### src/design/nbai_pkg.sv
`default_nettype none
// ----------------------------------------------------------------------------
// nbai_pkg
// Shared types and constants of the nearest beam angle index block.
// ----------------------------------------------------------------------------
package nbai_pkg;

   localparam int AngleWidth   = 20;
   localparam int SpacingWidth = 16;
   localparam int LengthWidth  = 7;
   localparam int SlotWidth    = 6;
   localparam int IndexWidth   = 6;
   localparam int DistWidth    = 21;
   localparam int RangeWidth   = 22;
   localparam int CsrAddrWidth = 4;
   localparam int CsrDataWidth = 32;

   localparam logic [LengthWidth-1:0]  TableLengthReset     = 7'd64;
   localparam logic                    DescendingOrderReset = 1'b0;
   localparam logic [SpacingWidth-1:0] AverageSpacingReset  = 16'd0;

   typedef enum logic [0:0] {
      ACTION_QUERY = 1'b0,
      ACTION_WRITE = 1'b1
   } action_type;

   typedef enum logic [1:0] {
      REG_TABLE_LENGTH     = 2'd0,
      REG_DESCENDING_ORDER = 2'd1,
      REG_AVERAGE_SPACING  = 2'd2
   } reg_index_type;

   typedef enum logic [2:0] {
      ST_IDLE,
      ST_READ_FIRST,
      ST_READ_LAST,
      ST_SCAN,
      ST_PUSH
   } state_type;

   typedef struct packed {
      action_type                    action;
      logic signed [AngleWidth-1:0]  query_angle;
      logic [SlotWidth-1:0]          entry_slot;
      logic signed [AngleWidth-1:0]  entry_angle;
   } req_word_type;

   typedef struct packed {
      logic                  in_range;
      logic [IndexWidth-1:0] beam_index;
   } rsp_word_type;

   typedef struct packed {
      logic [LengthWidth-1:0]  table_length;
      logic                    descending_order;
      logic [SpacingWidth-1:0] average_spacing;
   } cfg_type;

   // Absolute difference of two angles; the magnitude fits in 21 bits.
   function automatic logic [DistWidth-1:0] abs_dist(
      input logic signed [AngleWidth-1:0] a,
      input logic signed [AngleWidth-1:0] b
   );
      logic signed [RangeWidth-1:0] diff;
      logic signed [RangeWidth-1:0] mag;
      diff = RangeWidth'(a) - RangeWidth'(b);
      mag  = (diff < 0) ? -diff : diff;
      return mag[DistWidth-1:0];
   endfunction

endpackage
`default_nettype wire

### src/design/nearest_beam_angle_index.sv
`default_nettype none
// ----------------------------------------------------------------------------
// nearest_beam_angle_index
// Maps a beam angle to the index of the nearest entry of a monotone table.
// ----------------------------------------------------------------------------
// A write word stores one table angle and gives no result.
// A query word gives one result and occupies the block until it is done:
// the first and last entries are read for the range check, which ends a
// query that falls outside the table span plus margin; otherwise the scan
// visits one entry per cycle, among the n valid entries, through the single
// read port of the table memory. A last step hands the result to the output
// register. That register lets a new word in while a result still waits to
// be taken. The table holds no defined value until written, and no query may
// reach an entry that was never written.
module nearest_beam_angle_index
   import nbai_pkg::*;
#(
   parameter int TABLE_DEPTH = 64
) (
   input  wire logic                    clock,
   input  wire logic                    reset,
   input  wire logic                    req_valid,
   output logic                         req_stall,
   input  wire req_word_type            req_word,
   output logic                         rsp_valid,
   input  wire logic                    rsp_stall,
   output rsp_word_type                 rsp_word,
   input  wire logic                    csr_psel,
   input  wire logic                    csr_penable,
   input  wire logic                    csr_pwrite,
   input  wire logic [CsrAddrWidth-1:0] csr_paddr,
   input  wire logic [CsrDataWidth-1:0] csr_pwdata,
   output logic      [CsrDataWidth-1:0] csr_prdata,
   output logic                         csr_pready
);

   localparam int AW = $clog2(TABLE_DEPTH);

   cfg_type                      cfg;
   logic                         ram_wr_en;
   logic [AW-1:0]                ram_wr_addr;
   logic signed [AngleWidth-1:0] ram_wr_data;
   logic                         ram_rd_en;
   logic [AW-1:0]                ram_rd_addr;
   logic signed [AngleWidth-1:0] ram_rd_data;

   nbai_csr u_csr (
      .clock       (clock),
      .reset       (reset),
      .csr_psel    (csr_psel),
      .csr_penable (csr_penable),
      .csr_pwrite  (csr_pwrite),
      .csr_paddr   (csr_paddr),
      .csr_pwdata  (csr_pwdata),
      .csr_prdata  (csr_prdata),
      .csr_pready  (csr_pready),
      .cfg         (cfg)
   );

   nbai_ram #(
      .WIDTH (AngleWidth),
      .DEPTH (TABLE_DEPTH)
   ) u_table (
      .clock   (clock),
      .wr_en   (ram_wr_en),
      .wr_addr (ram_wr_addr),
      .wr_data (ram_wr_data),
      .rd_en   (ram_rd_en),
      .rd_addr (ram_rd_addr),
      .rd_data (ram_rd_data)
   );

   nbai_ctrl #(
      .TABLE_DEPTH (TABLE_DEPTH)
   ) u_ctrl (
      .clock       (clock),
      .reset       (reset),
      .cfg         (cfg),
      .req_valid   (req_valid),
      .req_stall   (req_stall),
      .req_word    (req_word),
      .rsp_valid   (rsp_valid),
      .rsp_stall   (rsp_stall),
      .rsp_word    (rsp_word),
      .ram_wr_en   (ram_wr_en),
      .ram_wr_addr (ram_wr_addr),
      .ram_wr_data (ram_wr_data),
      .ram_rd_en   (ram_rd_en),
      .ram_rd_addr (ram_rd_addr),
      .ram_rd_data (ram_rd_data)
   );

endmodule
`default_nettype wire

### src/design/nbai_ram.sv
`default_nettype none
// ----------------------------------------------------------------------------
// nbai_ram
// Generic single-write, single-read RAM with a registered read port.
// ----------------------------------------------------------------------------
module nbai_ram #(
   parameter int WIDTH = 20,
   parameter int DEPTH = 64
) (
   input  wire logic                     clock,
   input  wire logic                     wr_en,
   input  wire logic [$clog2(DEPTH)-1:0] wr_addr,
   input  wire logic [WIDTH-1:0]         wr_data,
   input  wire logic                     rd_en,
   input  wire logic [$clog2(DEPTH)-1:0] rd_addr,
   output logic      [WIDTH-1:0]         rd_data
);

   logic [WIDTH-1:0] mem_ff [DEPTH];
   logic [WIDTH-1:0] rd_data_ff;

   always_ff @(posedge clock) begin
      if (wr_en) begin
         mem_ff[wr_addr] <= wr_data;
      end
      if (rd_en) begin
         rd_data_ff <= mem_ff[rd_addr];
      end
   end

   assign rd_data = rd_data_ff;

endmodule
`default_nettype wire

### src/design/nbai_csr.sv
`default_nettype none
// ----------------------------------------------------------------------------
// nbai_csr
// Configuration registers behind an APB-style port.
// ----------------------------------------------------------------------------
module nbai_csr
   import nbai_pkg::*;
(
   input  wire logic                    clock,
   input  wire logic                    reset,
   input  wire logic                    csr_psel,
   input  wire logic                    csr_penable,
   input  wire logic                    csr_pwrite,
   input  wire logic [CsrAddrWidth-1:0] csr_paddr,
   input  wire logic [CsrDataWidth-1:0] csr_pwdata,
   output logic      [CsrDataWidth-1:0] csr_prdata,
   output logic                         csr_pready,
   output cfg_type                      cfg
);

   cfg_type       cfg_ff;
   cfg_type       cfg_in;
   reg_index_type reg_index;
   logic          wr_strobe;

   assign csr_pready = 1'b1;
   assign reg_index  = reg_index_type'(csr_paddr[CsrAddrWidth-1:2]);
   assign wr_strobe  = csr_psel && csr_penable && csr_pwrite && csr_pready;

   always_comb begin
      cfg_in = cfg_ff;
      if (wr_strobe) begin
         unique case (reg_index)
            REG_TABLE_LENGTH: begin
               cfg_in.table_length = csr_pwdata[LengthWidth-1:0];
            end
            REG_DESCENDING_ORDER: begin
               cfg_in.descending_order = csr_pwdata[0];
            end
            REG_AVERAGE_SPACING: begin
               cfg_in.average_spacing = csr_pwdata[SpacingWidth-1:0];
            end
            default: begin
               cfg_in = cfg_ff;
            end
         endcase
      end
   end

   always_comb begin
      unique case (reg_index)
         REG_TABLE_LENGTH:     csr_prdata = CsrDataWidth'(cfg_ff.table_length);
         REG_DESCENDING_ORDER: csr_prdata = CsrDataWidth'(cfg_ff.descending_order);
         REG_AVERAGE_SPACING:  csr_prdata = CsrDataWidth'(cfg_ff.average_spacing);
         default:              csr_prdata = '0;
      endcase
   end

   always_ff @(posedge clock) begin
      if (reset) begin
         cfg_ff.table_length     <= TableLengthReset;
         cfg_ff.descending_order <= DescendingOrderReset;
         cfg_ff.average_spacing  <= AverageSpacingReset;
      end else begin
         cfg_ff <= cfg_in;
      end
   end

   assign cfg = cfg_ff;

endmodule
`default_nettype wire

### src/design/nbai_ctrl.sv
`default_nettype none
// ----------------------------------------------------------------------------
// nbai_ctrl
// Sequencer and datapath: table writes, range check and the linear scan.
// ----------------------------------------------------------------------------
module nbai_ctrl
   import nbai_pkg::*;
#(
   parameter int TABLE_DEPTH = 64
) (
   input  wire logic                           clock,
   input  wire logic                           reset,
   input  wire cfg_type                        cfg,
   input  wire logic                           req_valid,
   output logic                                req_stall,
   input  wire req_word_type                   req_word,
   output logic                                rsp_valid,
   input  wire logic                           rsp_stall,
   output rsp_word_type                        rsp_word,
   output logic                                ram_wr_en,
   output logic [$clog2(TABLE_DEPTH)-1:0]      ram_wr_addr,
   output logic signed [AngleWidth-1:0]        ram_wr_data,
   output logic                                ram_rd_en,
   output logic [$clog2(TABLE_DEPTH)-1:0]      ram_rd_addr,
   input  wire logic signed [AngleWidth-1:0]   ram_rd_data
);

   localparam int AW = $clog2(TABLE_DEPTH);
   localparam int CW = $clog2(TABLE_DEPTH + 1);
   localparam int LW = (CW > LengthWidth) ? CW : LengthWidth;
   localparam int SW = ((AW > SlotWidth) ? AW : SlotWidth) + 1;
   localparam int XW = (CW > IndexWidth) ? CW : IndexWidth;

   state_type state_ff, state_in;

   logic signed [AngleWidth-1:0] query_ff, query_in;
   logic signed [AngleWidth-1:0] first_ff, first_in;
   logic [DistWidth-1:0]         old_dst_ff, old_dst_in;
   logic [CW-1:0]                idx_ff, idx_in;
   rsp_word_type                 result_ff, result_in;
   logic                         rsp_valid_ff, rsp_valid_in;
   rsp_word_type                 rsp_word_ff, rsp_word_in;

   logic                         accept;
   logic                         accept_query;
   logic [LW-1:0]                len_ext;
   logic [CW-1:0]                count;
   logic [CW-1:0]                last_idx;
   logic [CW-1:0]                idx_next;
   logic [CW-1:0]                idx_prev;
   logic [XW-1:0]                idx_prev_ext;
   logic [SW-1:0]                slot_ext;
   logic                         slot_ok;
   logic signed [RangeWidth-1:0] q_x, f_x, l_x, s_x;
   logic                         range_ok;
   logic [DistWidth-1:0]         cur_dst;
   logic                         scan_end;
   logic                         rsp_free;

   assign accept       = req_valid && !req_stall;
   assign accept_query = accept && (req_word.action == ACTION_QUERY);

   // Number of valid entries: zero counts as one, large values saturate.
   assign len_ext = LW'(cfg.table_length);
   always_comb begin
      priority if (len_ext == '0) begin
         count = CW'(1);
      end else if (len_ext > LW'(TABLE_DEPTH)) begin
         count = CW'(TABLE_DEPTH);
      end else begin
         count = len_ext[CW-1:0];
      end
   end

   assign last_idx     = count - CW'(1);
   assign idx_next     = idx_ff + CW'(1);
   assign idx_prev     = idx_ff - CW'(1);
   assign idx_prev_ext = XW'(idx_prev);

   // Table writes go straight to the memory; slots past the depth are dropped.
   assign slot_ext    = SW'(req_word.entry_slot);
   assign slot_ok     = slot_ext < SW'(TABLE_DEPTH);
   assign ram_wr_en   = accept && (req_word.action == ACTION_WRITE) && slot_ok;
   assign ram_wr_addr = slot_ext[AW-1:0];
   assign ram_wr_data = req_word.entry_angle;

   // Range check, done when the last entry comes out of the memory.
   assign q_x = RangeWidth'(query_ff);
   assign f_x = RangeWidth'(first_ff);
   assign l_x = RangeWidth'(ram_rd_data);
   assign s_x = signed'(RangeWidth'(cfg.average_spacing));
   always_comb begin
      if (cfg.descending_order) begin
         range_ok = !(q_x > f_x + s_x) && !(q_x < l_x - s_x);
      end else begin
         range_ok = !(q_x < f_x - s_x) && !(q_x > l_x + s_x);
      end
   end

   // The scan stops past the last valid entry or once the distance no
   // longer strictly falls; the entry before idx_ff is the answer.
   assign cur_dst  = abs_dist(query_ff, ram_rd_data);
   assign scan_end = (idx_ff == count) || !(cur_dst < old_dst_ff);
   assign rsp_free = !rsp_valid_ff || !rsp_stall;

   // Next state.
   always_comb begin
      state_in = state_ff;
      unique case (state_ff)
         ST_IDLE: begin
            if (accept_query) begin
               state_in = ST_READ_FIRST;
            end
         end
         ST_READ_FIRST: begin
            state_in = ST_READ_LAST;
         end
         ST_READ_LAST: begin
            state_in = range_ok ? ST_SCAN : ST_PUSH;
         end
         ST_SCAN: begin
            if (scan_end) begin
               state_in = ST_PUSH;
            end
         end
         ST_PUSH: begin
            if (rsp_free) begin
               state_in = ST_IDLE;
            end
         end
         default: begin
            state_in = ST_IDLE;
         end
      endcase
   end

   // State outputs: stall and the memory read port.
   always_comb begin
      req_stall   = 1'b1;
      ram_rd_en   = 1'b0;
      ram_rd_addr = '0;
      unique case (state_ff)
         ST_IDLE: begin
            req_stall   = 1'b0;
            ram_rd_en   = accept_query;
            ram_rd_addr = '0;
         end
         ST_READ_FIRST: begin
            ram_rd_en   = 1'b1;
            ram_rd_addr = last_idx[AW-1:0];
         end
         ST_READ_LAST: begin
            ram_rd_en   = 1'b1;
            ram_rd_addr = AW'(1);
         end
         ST_SCAN: begin
            // Fetch the following entry while this one is compared.
            ram_rd_en   = 1'b1;
            ram_rd_addr = idx_next[AW-1:0];
         end
         ST_PUSH: begin
            ram_rd_en   = 1'b0;
         end
         default: begin
            ram_rd_en   = 1'b0;
         end
      endcase
   end

   // Datapath next values.
   always_comb begin
      query_in   = query_ff;
      first_in   = first_ff;
      old_dst_in = old_dst_ff;
      idx_in     = idx_ff;
      result_in  = result_ff;
      unique case (state_ff)
         ST_IDLE: begin
            if (accept_query) begin
               query_in = req_word.query_angle;
            end
         end
         ST_READ_FIRST: begin
            first_in = ram_rd_data;
         end
         ST_READ_LAST: begin
            old_dst_in           = abs_dist(query_ff, first_ff);
            idx_in               = CW'(1);
            result_in.in_range   = 1'b0;
            result_in.beam_index = '0;
         end
         ST_SCAN: begin
            if (scan_end) begin
               result_in.in_range   = 1'b1;
               result_in.beam_index = idx_prev_ext[IndexWidth-1:0];
            end else begin
               old_dst_in = cur_dst;
               idx_in     = idx_next;
            end
         end
         ST_PUSH: begin
            result_in = result_ff;
         end
         default: begin
            result_in = result_ff;
         end
      endcase
   end

   // Output register: loaded from the finished result when the slot frees.
   always_comb begin
      rsp_valid_in = rsp_valid_ff && rsp_stall;
      rsp_word_in  = rsp_word_ff;
      if ((state_ff == ST_PUSH) && rsp_free) begin
         rsp_valid_in = 1'b1;
         rsp_word_in  = result_ff;
      end
   end

   always_ff @(posedge clock) begin
      if (reset) begin
         state_ff     <= ST_IDLE;
         rsp_valid_ff <= 1'b0;
      end else begin
         state_ff     <= state_in;
         rsp_valid_ff <= rsp_valid_in;
      end
   end

   always_ff @(posedge clock) begin
      query_ff    <= query_in;
      first_ff    <= first_in;
      old_dst_ff  <= old_dst_in;
      idx_ff      <= idx_in;
      result_ff   <= result_in;
      rsp_word_ff <= rsp_word_in;
   end

   assign rsp_valid = rsp_valid_ff;
   assign rsp_word  = rsp_word_ff;

endmodule
`default_nettype wire
### config.mk
export PLATFORM = sky130hd
export DESIGN_NAME = nearest_beam_angle_index
export DESIGN_NICKNAME = d
export VERILOG_FILES = /design/src/design/nbai_pkg.sv /design/src/design/nearest_beam_angle_index.sv /design/src/design/nbai_ram.sv /design/src/design/nbai_csr.sv /design/src/design/nbai_ctrl.sv
export SDC_FILE = /design/constraint.sdc
export NUM_CORES = 2
export LEC_CHECK = 0
export BUFFER_PORTS_ARGS = -buffer_cell sky130_fd_sc_hd__buf_4
export CORE_MARGIN = 4
export CORE_UTILIZATION = 35
export DETAILED_ROUTE_END_ITERATION = 8
export SYNTH_ARGS = -nofsm -noshare
export SYNTH_HDL_FRONTEND = slang
export SYNTH_SLANG_ARGS = --single-unit
export TNS_END_PERCENT = 1
### constraint.sdc
create_clock -name clock -period 8.1 [get_ports clock]
set_clock_uncertainty 0.05 [all_clocks]
set_input_delay 0 -clock clock [delete_from_list [all_inputs] [get_ports clock]]
set_output_delay 0 -clock clock [all_outputs]
set_load 0.005 [all_outputs]
== After elaboration in Yosys (flattened, before gate mapping) ==
Memory sizes are Yosys's and may differ from the RTL's. A register that Yosys moved wholly into a read port is not among the register bits.
Cells that the tools add are included.

* Memory bits (read-only): 0
* Word-level logic and storage cells: 100
* Output and inout port bits: 42
* Register bits: 110
* Bits in writable memories: 1280
* Latch bits: 0
* Memories: 1

{| class="wikitable"
|+ Memories
! name !! depth !! bits a word !! read ports !! clocked after Yosys merged registers in !! write ports !! RTL line !! text
|-
| u_table.mem_ff || 64 || 20 || 1 || 1 || 1 || nbai_ram.sv:19 || <nowiki>logic [WIDTH-1:0] mem_ff [DEPTH];</nowiki>
|}

* $mul: 0
* Add/subtract/negate cells: 11
* Divide/modulo/power cells: 0
* Mux-type cells: 23
* Eq/ne operators: 11
* Shift-type cells: 0
* Reduce and logical (&&, ||, !) cells: 31
* Bitwise gates (word level): 1
* $lt $le $gt $ge: 9

{| class="wikitable"
|+ Operators with widths
! operator !! number
|-
| two-way mux 21 bit || 3
|-
| one-hot mux 16 bit (3 select lines) || 1
|-
| adder 20 x 17 -> 21 bit || 2
|-
| greater-than comparator 20 x 21 -> 1 bit || 2
|-
| < comparator 20 x 21 -> 1 bit || 2
|-
| < comparator 21 x 1 -> 1 bit (second input constant) || 2
|-
| negation 21 bit || 2
|-
| one-hot mux 21 bit (2 select lines) || 1
|-
| subtractor 20 x 17 -> 21 bit || 2
|-
| subtractor 20 x 20 -> 21 bit || 2
|-
| two-way mux 7 bit || 4
|-
| one-hot mux 7 bit (2 select lines) || 2
|-
| < comparator 21 bit || 1
|-
| one-hot mux 6 bit (3 select lines) || 1
|-
| one-hot mux 3 bit (5 select lines) || 1
|-
| two-way mux 3 bit || 4
|-
| AND reduction 2 bit || 6
|-
| subtractor 6 x 1 -> 6 bit (second input constant) || 2
|-
| logical AND 1 bit || 10
|-
| adder 7 x 1 -> 7 bit (second input constant) || 1
|-
| equality test 7 bit || 1
|-
| greater-than comparator 7 bit (second input constant) || 1
|-
| zero test 1 bit || 7
|-
| zero test 7 bit || 1
|-
| 17 further kinds || 25
|}

== Logic depth before layout (Yosys ltp) ==
* Word-level depth: 8
* Depth in mapped cells: 25
* Gate-level depth less buffers: 24

== Modules after synthesis ==
From an unflattened synthesis, not the netlist that was laid out.

* Cells, all modules: 3809
* Area total of the unflattened synthesis: 63081.8 um2

{| class="wikitable"
|+ By module, submodules not included
! module !! area each (um2) !! cells each !! instances
|-
| nbai_ram || 49695.2 || 2243 || 1
|-
| nbai_ctrl || 11982.7 || 1420 || 1
|-
| nbai_csr || 1403.8 || 146 || 1
|}

== Worst setup path before layout ==
Ideal clock, no wire load.

* Path type: reg2reg
* Start: register u_table.rd_data_ff[0] (netlist: u_table.rd_data[0]), read port of u_table.mem_ff
* End: register u_ctrl.idx_ff[0], enable pin
* Stages on the path, launching flop included: 24
* Arrival: 5100 ps
* Buffers on the path: 2
* Slack: 2494 ps
* Cell sequence: edfxtp_1 ha_1 fa_1 and2b_4 o31ai_2 a211oi_1 o21a_1 nor3_2 o311ai_1 and2_1 buf_2 buf_6 a21oi_2 xnor2_1 ha_1 a21o_1 a21oi_1 nor2b_1 o211ai_1 a31oi_1 nor4_1 o311a_1 nor2_1 o31ai_1

* Word-level cells in the longest chain between the ends: 8
* Elaborated cells on any way between the ends: 9
* Those cells by class: 2 x add/sub; 2 x order compare; 1 x eq/ne; 1 x mux; 3 x reduce/logical

{| class="wikitable"
|+ RTL lines
! element !! RTL line !! text
|-
| start: declaration || nbai_ram.sv:20 || <nowiki>logic [WIDTH-1:0] rd_data_ff;</nowiki>
|-
| subtractor 20 x 20 -> 21 bit (*) || nbai_pkg.sv:66 || <nowiki>diff = RangeWidth'(a) - RangeWidth'(b);</nowiki>
|-
| negation 21 bit / < comparator 21 x 1 -> 1 bit (equally long branches) || nbai_pkg.sv:67 || <nowiki>mag = (diff < 0) ? -diff : diff;</nowiki>
|-
| two-way mux 21 bit (*) || nbai_pkg.sv:67 ||
|-
| < comparator 21 bit (*) || nbai_ctrl.sv:103 || <nowiki>assign scan_end = (idx_ff == count) || !(cur_dst < old_dst_ff);</nowiki>
|-
| zero test 1 bit (*) || nbai_ctrl.sv:103 ||
|-
| logical OR 1 bit (*) || nbai_ctrl.sv:103 ||
|-
| != test 2 bit (no line) (*) || - ||
|-
| AND reduction 2 bit (no line) (*) || - ||
|-
| end signal: assignment || nbai_ctrl.sv:234 || <nowiki>idx_ff <= idx_in;</nowiki>
|-
| end: declaration || nbai_ctrl.sv:39 || <nowiki>logic [CW-1:0] idx_ff, idx_in;</nowiki>
|}

Mark *: on every way between the ends. The rest lies on a longest branch, timed or not.
A chain may end at the register's enable or synchronous reset.

== Final worst setup path ==
* Start: register u_ctrl.query_ff[1]
* End: register u_ctrl.old_dst_ff[2], enable pin

* Word-level cells in the longest chain between the ends: 8
* Elaborated cells on any way between the ends: 9
* Those cells by class: 2 x add/sub; 2 x order compare; 1 x eq/ne; 1 x mux; 3 x reduce/logical

{| class="wikitable"
|+ RTL lines
! element !! RTL line !! text
|-
| start: declaration || nbai_ctrl.sv:36 || <nowiki>logic signed [AngleWidth-1:0] query_ff, query_in;</nowiki>
|-
| start signal: assignment || nbai_ctrl.sv:231 || <nowiki>query_ff <= query_in;</nowiki>
|-
| subtractor 20 x 20 -> 21 bit (*) || nbai_pkg.sv:66 ||
|-
| negation 21 bit / < comparator 21 x 1 -> 1 bit (equally long branches) || nbai_pkg.sv:67 ||
|-
| two-way mux 21 bit (*) || nbai_pkg.sv:67 ||
|-
| < comparator 21 bit (*) || nbai_ctrl.sv:103 ||
|-
| zero test 1 bit (*) || nbai_ctrl.sv:103 ||
|-
| logical OR 1 bit (*) || nbai_ctrl.sv:103 ||
|-
| != test 2 bit (no line) (*) || - ||
|-
| AND reduction 2 bit (no line) (*) || - ||
|-
| end signal: assignment || nbai_ctrl.sv:233 || <nowiki>old_dst_ff <= old_dst_in;</nowiki>
|-
| end: declaration || nbai_ctrl.sv:38 || <nowiki>logic [DistWidth-1:0] old_dst_ff, old_dst_in;</nowiki>
|}

Marks and branches as above.

==> results.json <==
{
  "r2r_setup_slack_ns": 1.55,
  "core_um2": 179200,
  "ys_seq_area_frac": 0.6640,
  "period_share": 0.8080,
  "synth_top_area_frac": 0.6552,
  "grtUsageTotal": 0.1860,
  "critPathArrivalTime_ns": 6.93,
  "syn2layout_area_growth_pct": 15.40,
  "p_total_mw": 25.46,
  "worstSkewPairLatency_ns": 0.80,
  "row_count": 155,
  "dr.pass1.iters": 6,
  "grt_overflow": 0,
  "io_pins": 132,
  "p_sw_mw": 9.384,
  "cp_max_fo": 22,
  "p_int_mw": 16.07,
  "worst_hold_path_type": "input port to register",
  "ys_async_sr_fraction": 0,
  "start_kind": "register",
  "synthCells": 4055,
  "p_comb_frac": 0.407,
  "rsz0062_at_grt": "false",
  "tns_ns": 0,
  "cts_root_buf": "clkbuf_16",
  "power_frac_seq": 0.337,
  "clkSinkCount": 1410,
  "routedWlPerCell_um": 25.86,
  "post_cts_buffers": 0,
  "gr-max-usage-layer": "met2",
  "layout_commonest_cell": "edfxtp_1",
  "worst_slew_pin_slew_ns": 1.165,
  "drtAntennaViolNets": 0,
  "synth_edf_count": 1382,
  "clk_pin_slew_ns": 0.06,
  "routed_via_density": 5.465,
  "p_per_area_nw_per_um2": 348.3,
  "start_util": 0.3535,
  "vdd_drop_max_mv": 0.2341,
  "hold_viol": 0,
  "ys_ff_latch": 1410,
  "grt_util_met3": 0.03505,
  "grt_pass1_vias": 36770,
  "timing.max_cap.violations": 0,
  "syn_area_um2": 63340,
  "r2r-start": "u_ctrl.query_ff[1]$_DFFE_PP_",
  "holdWs_ns": 0.05777,
  "drt_iter0_markers": 3800,
  "min_from": "csr_pwdata[6]",
  "sw_frac_of_total": 0.3687,
  "cts_buffers": 142,
  "dp_hpwl_mm": 110.8,
  "yosys_warnings": 0,
  "crit_start": "u_ctrl.query_ff[1]$_DFFE_PP_",
  "ys_top_cells_by_area": "edfxtp_1 66%, mux4_2 11%, ha_1 4.2%",
  "port_buffers": 96,
  "dieArea_um2": 187800,
  "cp_data_required_time_ns": 8.48,
  "dpl_cell_area_um2": 67320,
  "drv_slew": 0,
  "layout_common_cells": "1382 x edfxtp_1, 423 x nand2_1, 297 x mux4_2, 211 x ha_1",
  "ys_types": 86,
  "avgSynthCellArea_um2": 15.62,
  "cts-resized-gates": 0,
  "routed_wirelength_mm": 176.0,
  "slew_headroom": 0.2216,
  "power.clock.fraction": 0.256,
  "grt_pass1_wl_mm": 256.1,
  "design_area_um2": 73090,
  "die_h_um": 433.4,
  "clockBufferDepth": 3,
  "antenna_found_initial": 5,
  "worst-setup-path-type": "register to register",
  "fmax_ghz": 0.1528,
  "drive_gt1_frac": 0.1841,
  "synth.largest_area_cell": "edfxtp_1",
  "cts_tree": "built",
  "grt_util_met2": 0.3120,
  "min_period_ns": 6.545,
  "status": "finished clean",
  "grt_max_degree": 86,
  "fp.dieW_um": 433.4,
  "drc": 0,
  "synth_flop_cell": "edfxtp_1",
  "nNetsFinal": 4636,
  "gp_congestion": 0.8774,
  "use_met1": 0.2458,
  "vias": 37200,
  "end_kind": "register",
  "setup_viol": 0,
  "h-tree-depth": 4,
  "leakage_nw": 24.63
}
-- final cells by class --
| class | count | area (um^2) |
|---|---|---|
| fillers | 16200 | 106100 |
| flip-flops and latches | 1410 | 42060 |
| multi-input cells | 2314 | 20160 |
| clock buffers | 183 | 3802 |
| well taps | 2355 | 2947 |
| repair buffers | 312 | 2750 |
| clock inverters | 80 | 809.5 |
| inverters | 149 | 559.3 |
| diodes | 4 | 10.01 |
-- critical path, stage by stage, from the launching register on --
cell and delay (ns):
edfxtp_1 0.59, inv_1 0.11, fa_1 0.45, and2b_4 0.30
o31ai_2 0.13, a211oi_1 0.56, o21a_1 0.28, nor3_2 0.07
o311ai_1 0.55, and2_1 0.21, buf_4 0.23, nor2_1 0.06
a21oi_1 0.19, ha_1 0.26, a21boi_0 0.12, o21ai_0 0.16
nand2b_1 0.08, a211oi_1 0.35, nor4_1 0.11, nor4_1 0.38
o311a_1 0.28, nor2_1 0.12, o31ai_4 0.15, buf_4 0.41
-- synth_stat cells, types with 11 or more instances --
cell type  instances
edfxtp_1        1382
nand2_1          424
mux4_2           297
nor2_1           216
ha_1             211
a21oi_1          191
inv_1            149
clkbuf_1         118
xnor2_1          100
nand3_1           90
o21ai_0           81
mux2i_1           54
a21o_1            46
buf_4             41
nor3_1            41
xor2_1            34
a31oi_1           32
a311oi_1          31
nor2b_1           31
and3_1            28
dfxtp_1           28
buf_2             27
nand4_1           27
nor4_1            25
o21a_1            25
nand2b_1          24
and2_1            23
a211oi_1          17
mux2_2            17
o21bai_1          16
o31ai_1           15
or3_1             15
o22ai_1           14
a221oi_1          13
o211ai_1          13
or2_2             12
nand3b_1          11
-- worst paths after layout --
kind | endpoint | cells past startpoint
max | u_ctrl.old_dst_ff[2]$_DFFE_PP_ | 23
min | u_csr.cfg[6]$_SDFFE_PP0P_ | 4
max reg2reg | u_ctrl.old_dst_ff[2]$_DFFE_PP_ | 23
min reg2reg | u_ctrl.rsp_word[3]$_DFFE_PP_ | 0
-- metal layers --
| metal | vias up | part of all wire |
|---|---|---|
| met5 | - | 0 |
| met4 | 0 | 0.029 |
| met3 | 268 | 0.068 |
| met2 | 1332 | 0.49 |
| met1 | 19230 | 0.41 |
| li1 | 16380 | - |
-- logic make-up (layout without fill, tap and decap cells) --
| kind of cell | Yosys count | after routing | synth area share |
|---|---|---|---|
| buf+inv | 346 | 724 | 0.02430 |
| simple gates | 999 | 999 | 0.07252 |
| flops | 1410 | 1410 | 0.6640 |
| xor+xnor | 134 | 134 | 0.01853 |
| fa+ha+maj | 217 | 217 | 0.04358 |
| other cells | 2 | 21 | 0.0001186 |
| compound gates | 579 | 579 | 0.05976 |
| mux | 368 | 368 | 0.1172 |
-- metrics by stage --
step / std cells / worst slack, ns / utilization
after global routing: 6803 / 1.136 / 0.4078
after detailed placement: 6426 / 1.633 / 0.3757
after global placement: 6426 / 1.661 / 0.3757
after CTS: 6803 / 1.583 / 0.4078
final: 6807 / 1.555 / 0.4079
after floorplan: 4070 / 2.494 / -
-- state kept, by name, indices dropped and copies added (netlist names), 20 cells and up --
| name | count |
|---|---|
| u_csr.cfg | 24 |
| u_ctrl.old_dst_ff | 21 |
| u_table.rd_data | 20 |
| u_ctrl.query_ff | 20 |
| u_table.mem_ff | 1280 |
| u_ctrl.first_ff | 20 |
-- power by group through the flow --
stage	combinational, mW	sequential [mW]	clock [mW]
global placement	10.3	8.73	0
floorplan	7.10	8.63	0
detailed placement	10.3	8.73	0
CTS	10.4	8.58	6.63
global route	11.2	8.60	6.96
finish	10.4	8.58	6.52
-- timing repair --
action / 4_1_cts / 5_1_grt
hold buffers: 114 / 0
setup endpoints to repair: 0 / 0
hold endpoints to repair: 1387 / 0
Power figures use the tool's default switching activity.
